`src/rtl/core/rthp_pkg.sv`:
```
`default_nettype none

package rthp_pkg;

    // channel and fraction widths
    localparam int CHANNEL_BITS  = 8;
    localparam int FRACTION_BITS = 16;

    // divider operands hold up to six times the chroma
    localparam int DIV_BITS   = CHANNEL_BITS + 3;
    // one integer quotient bit plus the fraction bits
    localparam int QUO_BITS   = FRACTION_BITS + 1;
    localparam int DIV_STAGES = QUO_BITS;

    // hue sector, chosen by the first channel that equals the maximum
    localparam logic [1:0] SEC_RED   = 2'd0;
    localparam logic [1:0] SEC_GREEN = 2'd1;
    localparam logic [1:0] SEC_BLUE  = 2'd2;

    typedef struct packed {
        logic [CHANNEL_BITS-1:0] red;
        logic [CHANNEL_BITS-1:0] green;
        logic [CHANNEL_BITS-1:0] blue;
    } t_in;

    typedef struct packed {
        logic [FRACTION_BITS-1:0] hue;
        logic [FRACTION_BITS-1:0] saturation;
        logic [CHANNEL_BITS-1:0]  brightness;
    } t_out;

    // word carried through the divider stages
    typedef struct packed {
        logic [DIV_BITS-1:0]     rem_s;
        logic [DIV_BITS-1:0]     den_s;
        logic [QUO_BITS-1:0]     quo_s;
        logic [DIV_BITS-1:0]     rem_h;
        logic [DIV_BITS-1:0]     den_h;
        logic [QUO_BITS-1:0]     quo_h;
        logic                    neg;
        logic                    gray;
        logic                    black;
        logic [CHANNEL_BITS-1:0] value;
    } t_div_word;

    // one restoring division step for both quotients
    function automatic t_div_word rthp_step(input t_div_word w, input logic shift_en);
        t_div_word          o;
        logic [DIV_BITS:0]  rs;
        logic [DIV_BITS:0]  rh;
        logic               bs;
        logic               bh;
        o  = w;
        rs = shift_en ? {w.rem_s, 1'b0} : {1'b0, w.rem_s};
        rh = shift_en ? {w.rem_h, 1'b0} : {1'b0, w.rem_h};
        bs = (rs >= {1'b0, w.den_s});
        bh = (rh >= {1'b0, w.den_h});
        if (bs) begin
            rs = rs - {1'b0, w.den_s};
        end
        if (bh) begin
            rh = rh - {1'b0, w.den_h};
        end
        o.rem_s = rs[DIV_BITS-1:0];
        o.rem_h = rh[DIV_BITS-1:0];
        o.quo_s = {w.quo_s[QUO_BITS-2:0], bs};
        o.quo_h = {w.quo_h[QUO_BITS-2:0], bh};
        return o;
    endfunction

endpackage

`default_nettype wire

```
`src/rtl/core/rthp_front.sv`:
```
`default_nettype none

module rthp_front
    import rthp_pkg::*;
(
    input  wire logic      i_clk,
    input  wire logic      i_rst_n,
    input  wire logic      i_valid,
    output logic           o_ready,
    input  wire t_in       i_data,
    output logic           o_valid,
    input  wire logic      i_ready,
    output t_div_word      o_data
);

    // stage a: extremes and sector
    logic                    r_va;
    logic [CHANNEL_BITS-1:0] r_red;
    logic [CHANNEL_BITS-1:0] r_green;
    logic [CHANNEL_BITS-1:0] r_blue;
    logic [CHANNEL_BITS-1:0] r_max;
    logic [CHANNEL_BITS-1:0] r_min;
    logic [1:0]              r_sec;

    logic [CHANNEL_BITS-1:0] n_max;
    logic [CHANNEL_BITS-1:0] n_min;
    logic [1:0]              n_sec;

    // stage b: divider operands
    logic                    r_vb;
    t_div_word               r_word;
    t_div_word               n_word;

    logic                    rdy_a;
    logic                    rdy_b;

    assign rdy_b   = !r_vb || i_ready;
    assign rdy_a   = !r_va || rdy_b;
    assign o_ready = rdy_a;
    assign o_valid = r_vb;
    assign o_data  = r_word;

    // max, min and the winning channel with red first
    always_comb begin
        logic [CHANNEL_BITS-1:0] m_rg;
        logic [CHANNEL_BITS-1:0] l_rg;
        m_rg  = (i_data.red > i_data.green) ? i_data.red : i_data.green;
        l_rg  = (i_data.red < i_data.green) ? i_data.red : i_data.green;
        n_max = (m_rg > i_data.blue) ? m_rg : i_data.blue;
        n_min = (l_rg < i_data.blue) ? l_rg : i_data.blue;
        priority if (n_max == i_data.red) begin
            n_sec = SEC_RED;
        end else if (n_max == i_data.green) begin
            n_sec = SEC_GREEN;
        end else begin
            n_sec = SEC_BLUE;
        end
    end

    // chroma, sector numerator as sign and magnitude, six times chroma
    always_comb begin
        logic [DIV_BITS-1:0] c;
        logic [DIV_BITS-1:0] pos;
        logic [DIV_BITS-1:0] ng;
        c = DIV_BITS'(r_max - r_min);
        unique case (r_sec)
            SEC_GREEN: begin
                pos = (c << 1) + DIV_BITS'(r_blue);
                ng  = DIV_BITS'(r_red);
            end
            SEC_BLUE: begin
                pos = (c << 2) + DIV_BITS'(r_red);
                ng  = DIV_BITS'(r_green);
            end
            default: begin
                pos = DIV_BITS'(r_green);
                ng  = DIV_BITS'(r_blue);
            end
        endcase
        n_word.rem_s = c;
        n_word.den_s = DIV_BITS'(r_max);
        n_word.quo_s = '0;
        n_word.neg   = (pos < ng);
        n_word.rem_h = (pos < ng) ? (ng - pos) : (pos - ng);
        n_word.den_h = (c << 2) + (c << 1);
        n_word.quo_h = '0;
        n_word.gray  = (c == '0);
        n_word.black = (r_max == '0);
        n_word.value = r_max;
    end

    always_ff @(posedge i_clk) begin
        if (!i_rst_n) begin
            r_va <= 1'b0;
            r_vb <= 1'b0;
        end else begin
            if (rdy_a) begin
                r_va <= i_valid;
            end
            if (rdy_b) begin
                r_vb <= r_va;
            end
        end
    end

    always_ff @(posedge i_clk) begin
        if (rdy_a) begin
            r_red   <= i_data.red;
            r_green <= i_data.green;
            r_blue  <= i_data.blue;
            r_max   <= n_max;
            r_min   <= n_min;
            r_sec   <= n_sec;
        end
        if (rdy_b) begin
            r_word <= n_word;
        end
    end

endmodule

`default_nettype wire

```
`src/rtl/core/rthp_div_pipe.sv`:
```
`default_nettype none

module rthp_div_pipe
    import rthp_pkg::*;
(
    input  wire logic      i_clk,
    input  wire logic      i_rst_n,
    input  wire logic      i_valid,
    output logic           o_ready,
    input  wire t_div_word i_data,
    output logic           o_valid,
    input  wire logic      i_ready,
    output t_div_word      o_data
);

    logic      r_v    [DIV_STAGES];
    t_div_word r_word [DIV_STAGES];
    logic      rdy    [DIV_STAGES+1];

    assign rdy[DIV_STAGES] = i_ready;
    assign o_ready         = rdy[0];
    assign o_valid         = r_v[DIV_STAGES-1];
    assign o_data          = r_word[DIV_STAGES-1];

    // one quotient bit per stage, integer bit first
    for (genvar k = 0; k < DIV_STAGES; k++) begin : g_stage
        logic      src_v;
        t_div_word src_w;

        if (k == 0) begin : g_first
            assign src_v = i_valid;
            assign src_w = rthp_step(i_data, 1'b0);
        end else begin : g_next
            assign src_v = r_v[k-1];
            assign src_w = rthp_step(r_word[k-1], 1'b1);
        end

        assign rdy[k] = !r_v[k] || rdy[k+1];

        always_ff @(posedge i_clk) begin
            if (!i_rst_n) begin
                r_v[k] <= 1'b0;
            end else if (rdy[k]) begin
                r_v[k] <= src_v;
            end
        end

        always_ff @(posedge i_clk) begin
            if (rdy[k]) begin
                r_word[k] <= src_w;
            end
        end
    end

endmodule

`default_nettype wire

```
`src/rtl/core/rthp_back.sv`:
```
`default_nettype none

module rthp_back
    import rthp_pkg::*;
(
    input  wire logic      i_clk,
    input  wire logic      i_rst_n,
    input  wire logic      i_valid,
    output logic           o_ready,
    input  wire t_div_word i_data,
    output logic           o_valid,
    input  wire logic      i_ready,
    output t_out           o_data
);

    logic r_v;
    t_out r_out;
    t_out n_out;

    assign o_ready = !r_v || i_ready;
    assign o_valid = r_v;
    assign o_data  = r_out;

    // wrap negative hue with a rounded-up magnitude, clamp, special cases
    always_comb begin
        logic [QUO_BITS-1:0] up;
        logic [QUO_BITS-1:0] wrapped;
        up      = i_data.quo_h + QUO_BITS'(i_data.rem_h != '0);
        wrapped = {1'b1, {FRACTION_BITS{1'b0}}} - up;
        if (i_data.gray) begin
            n_out.hue = '0;
        end else if (i_data.neg) begin
            n_out.hue = wrapped[FRACTION_BITS-1:0];
        end else if (i_data.quo_h[FRACTION_BITS]) begin
            n_out.hue = '1;
        end else begin
            n_out.hue = i_data.quo_h[FRACTION_BITS-1:0];
        end

        if (i_data.black) begin
            n_out.saturation = '0;
        end else if (i_data.quo_s[FRACTION_BITS]) begin
            n_out.saturation = '1;
        end else begin
            n_out.saturation = i_data.quo_s[FRACTION_BITS-1:0];
        end

        n_out.brightness = i_data.value;
    end

    always_ff @(posedge i_clk) begin
        if (!i_rst_n) begin
            r_v <= 1'b0;
        end else if (o_ready) begin
            r_v <= i_valid;
        end
    end

    always_ff @(posedge i_clk) begin
        if (o_ready) begin
            r_out <= n_out;
        end
    end

endmodule

`default_nettype wire

```
`src/rtl/core/rgb_to_hsv_pixel.sv`:
```
`default_nettype none

// RGB to HSV pixel converter. Takes one pixel per clock, when not stalled,
// on a valid/ready stream and returns hue and saturation as 16-bit fractions
// (hue: 65536 is one turn; saturation: 1.0 reads 65535) and brightness as
// max(r,g,b), all truncated. Gray pixels give hue 0, black pixels give
// saturation 0. The path has two front stages, a restoring divider that
// settles one quotient bit per stage for both ratios in parallel, and an
// output register. Throughput is one pixel per clock while the output is
// not stalled; each stage holds its word only while the stage after it is
// full and stalled, so bubbles close up under back-pressure.

module rgb_to_hsv_pixel
    import rthp_pkg::*;
(
    input  wire logic i_clk,
    input  wire logic i_rst_n,
    input  wire logic i_in_valid,
    output logic      o_in_ready,
    input  wire t_in  i_in_data,
    output logic      o_out_valid,
    input  wire logic i_out_ready,
    output t_out      o_out_data
);

    logic      front_valid;
    logic      front_ready;
    t_div_word front_word;
    logic      div_valid;
    logic      div_ready;
    t_div_word div_word;

    // extremes, chroma and divider operands
    rthp_front u_front (
        .i_clk   (i_clk),
        .i_rst_n (i_rst_n),
        .i_valid (i_in_valid),
        .o_ready (o_in_ready),
        .i_data  (i_in_data),
        .o_valid (front_valid),
        .i_ready (front_ready),
        .o_data  (front_word)
    );

    // saturation and hue quotients
    rthp_div_pipe u_div (
        .i_clk   (i_clk),
        .i_rst_n (i_rst_n),
        .i_valid (front_valid),
        .o_ready (front_ready),
        .i_data  (front_word),
        .o_valid (div_valid),
        .i_ready (div_ready),
        .o_data  (div_word)
    );

    // wrap, clamp and output register
    rthp_back u_back (
        .i_clk   (i_clk),
        .i_rst_n (i_rst_n),
        .i_valid (div_valid),
        .o_ready (div_ready),
        .i_data  (div_word),
        .o_valid (o_out_valid),
        .i_ready (i_out_ready),
        .o_data  (o_out_data)
    );

endmodule

`default_nettype wire

```
`config.mk`:
```
export PLATFORM = sky130hd
export DESIGN_NAME = rgb_to_hsv_pixel
export DESIGN_NICKNAME = d
export VERILOG_FILES = /design/src/rtl/core/rthp_pkg.sv /design/src/rtl/core/rthp_front.sv /design/src/rtl/core/rthp_div_pipe.sv /design/src/rtl/core/rthp_back.sv /design/src/rtl/core/rgb_to_hsv_pixel.sv
export SDC_FILE = /design/constraint.sdc
export NUM_CORES = 2
export LEC_CHECK = 0
export BUFFER_PORTS_ARGS = -buffer_cell sky130_fd_sc_hd__buf_2
export CAP_MARGIN = 20
export CORE_MARGIN = 8
export CORE_UTILIZATION = 30
export DETAILED_ROUTE_END_ITERATION = 8
export MAX_ROUTING_LAYER = met4
export SETUP_SLACK_MARGIN = 0.05
export SYNTH_ARGS = -nofsm -noshare
export SYNTH_HDL_FRONTEND = slang
export SYNTH_SLANG_ARGS = --single-unit
export TNS_END_PERCENT = 20
```
`constraint.sdc`:
```
create_clock -name i_clk -period 15.7 [get_ports i_clk]
set_input_delay 1.57 -clock i_clk [delete_from_list [all_inputs] [get_ports i_clk]]
set_output_delay 1.57 -clock i_clk [all_outputs]
set_load 0.05 [all_outputs]
```
==> impl_metrics.tcl <==
set metrics [dict create \
    status "complete, no violations" \
    setup-tns-final_ns 0 \
    antenna_found_initial 0 \
    hold_depth 0 \
    grtUsageTotal_pct 9.81 \
    drt_iter0_drc 1525 \
    start_util_pct 30.0 \
    dr.pass1.iters 5 \
    min_from "u_div.r_word[0][393]" \
    postRouteAntennaNets 0 \
    slowest_delay_ns 0.49 \
    clock_tree.root_cell "clkbuf_16" \
    synth_edf_count 1138 \
    tritoncts "built" \
    grt_pass1_wl_microns 163000 \
    crit_start "i_out_ready" \
    fillCellCount 18200 \
    async_flop_share_pct 0 \
    drv_slew 0 \
    end_kind "output port" \
    cp_max_fo 52 \
    cts.repair.resized 0 \
    hold_buffers 0 \
    crit_buf_inv 8 \
    yosysTopAreaCell "edfxtp_1" \
    cp.required_ns 14.13 \
    fin_crit_sh_pct 45.5 \
    netlist_area_sq_mm 0.0562 \
    power_density_mw_per_mm2 241 \
    vias 31900 \
    rr_endpoint "u_front.o_data[46]" \
    ys_warn_count 0 \
    clk_latency_ns 0.75 \
    yosysSeqAreaShare_pct 61.0 \
    vdd_ir_drop_max_uv 132 \
    dpl.hpwl_microns 72800 \
    setup_viol 0 \
    cp_num_cells 15 \
    leakage_nw 25.5 \
    io_buffers 69 \
    synth_seq_cells 1142 \
    grt_pass1_vias 32500 \
    clkSinkCount 1142 \
    clkTransAtPathRegs_ns 0.07 \
    numCtsBuffers 115 \
    max_slew_margin_pct 32.6 \
    htreeDepth 3 \
    ios 70 \
    setup_slack_ns 8.56 \
    synth_nets 4872 \
    synthToLayoutAreaGrowth_pct 13.3 \
    cpLargestDelayFamily "simple AND/OR/NAND/NOR gates" \
    core_sq_mm 0.187 \
    r2r_setup_slack_ns 9.33 \
    ys.flop_type "edfxtp_1" \
    worstSetupPathType "primary input to output port" \
    clockBufferDepth 3 \
    die_h_microns 449 \
    clock_skew_ns 0.0796 \
    fmax_mhz 140 \
    hold_class "register to register" \
    drive_above_1_share_pct 9.48 \
    drc 0 \
    dp_slack_ns 8.52 \
    nNetsFinal 5016 \
    path_cells "buf_2 -> nor2b_1 -> inv_1 -> buf_4 -> nor2_1 -> and4_1 -> and3_1 -> inv_2 -> nor2_1 -> inv_2 -> buf_4 -> nor2_1 -> nand3_2 -> buf_4 -> buf_2" \
    cp_slowest_cell "nor2_1" \
    fp.dieArea_sq_mm 0.201 \
    synth_area_per_cell_sq_um 12.7 \
    rows 159 \
    wl_microns 99300 \
    worstPathArrival_ns 5.57 \
    finalCriticalPeriod_ns 7.14 \
    die_x_microns 449 \
    ff2ff_path_depth 23 \
    r2r_start "u_front.r_max[0]" \
    yosysTopAreaCellShare_pct 60.8 \
    grt_setup_unrepaired "false" \
    ys_top_cells_by_area "edfxtp_1 61%, ha_1 8.8%, inv_1 3.8%" \
    gp_congestion 0.817 \
    post_cts.repair.setup_buffers 0 \
    via_per_inst 4.47 \
    max_cap_viol_count 0 \
    tightest_slew_ns 1.01 \
    routedWlPerCell_microns 13.9 \
    final_core_util_pct 34.0 \
    hold_viol 0 \
    grt_overflow_total 0 \
    synthCells 4408 \
    synth_most_common_cell "edfxtp_1" \
    startpoint_type "primary input" \
    synth.distinct_cells 71 \
    hold_path_end "u_div.r_word[0][482]" \
    grt_max_degree 76 \
    synth.top_cells.by_count "1,138 x edfxtp_1, 576 x inv_1, 397 x ha_1, 294 x nor2_1, 236 x o21ai_0" \
]
## layout by cell type (no fill, tap or decap), types with 95 or more instances in the layout
| cell type | Yosys | final |
|---|---|---|
| xnor2_1 | 184 | 184 |
| clkbuf_16 | 0 | 115 |
| mux2_2 | 116 | 116 |
| o21ai_0 | 236 | 236 |
| inv_1 | 576 | 569 |
| ha_1 | 397 | 397 |
| nor2_1 | 294 | 294 |
| xor2_1 | 95 | 95 |
| nand2_1 | 192 | 184 |
| edfxtp_1 | 1138 | 1138 |
| a21oi_1 | 216 | 216 |
## cell families after synthesis
family                   count (synthesis)  synth area share (%)
buffers and inverters                  645                  4.34
XOR/XNOR                               280                  4.38
adder cells (fa/ha/maj)                436                  10.2
flip-flops                            1142                  61.0
multiplexers                           147                  2.88
AND/OR/NAND/NOR                        937                  8.11
AO/OA/AOI/OAI                          821                  9.08
## power breakdown
| part | internal (mW) | leakage, nW | switching, mW |
|---|---|---|---|
| clock | 1.63 | 1.90 | 1.18 |
| combinational | 3.13 | 11.9 | 3.52 |
| sequential | 5.17 | 11.6 | 0.672 |
| total | 9.93 | 25.5 | 5.38 |
## per-layer routing
layer  global-route usage (%)  vias to the layer above  wire [microns]
met4                     2.93                        0            2520
li1                         -                    16100               -
met1                     11.4                    15200           43400
met5                        -                        -               0
met2                     17.5                      391           50300
met3                     1.63                      181            3060
## cell type report
type / instances / area, sq um / area share [%]
Tap cell: 2495 / 3120 / 4.91
Multi-Input combinational cell: 2621 / 19500 / 30.7
Antenna cell: 1 / 2.50 / 0.00393
Clock inverter: 80 / 990 / 1.56
Timing Repair Buffer: 95 / 597 / 0.938
Sequential cell: 1142 / 34300 / 53.8
Inverter: 577 / 2170 / 3.40
Clock buffer: 135 / 2950 / 4.64
## registers in the layout (all words and copies together) (netlist names)
| register | count |
|---|---|
| u_div.r_word | 1000 |
| u_front.o_valid | 1 |
| u_front.r_green | 8 |
| u_front.r_sec | 2 |
| u_front.r_red | 8 |
| u_back.o_valid | 1 |
| u_front.o_data | 40 |
| u_back.o_data | 40 |
| u_div.r_v | 17 |
| u_front.r_min | 8 |
| u_front.r_blue | 8 |
| u_front.r_va | 1 |
| u_front.r_max | 8 |
## per-stage QoR
stage	instance area, sq um	std cells	hold slack, ns	power [mW]
after global placement	59600	6924	0.403	12.4
after detailed placement	59600	6926	0.405	12.6
after CTS	63500	7141	0.374	15.5
final	63600	7146	0.385	15.3
after global routing	63600	7145	0.391	16.5
after floorplan	56200	4408	0.400	11.0
## how the worst max path moves through the flow
stage and end:
3_5_place_dp o_in_ready, 4_1_cts o_in_ready, 2_1_floorplan o_in_ready, 3_3_place_gp o_in_ready, 6_report o_in_ready, 5_1_grt o_in_ready
No activity file was read; power rests on OpenSTA's default activity.
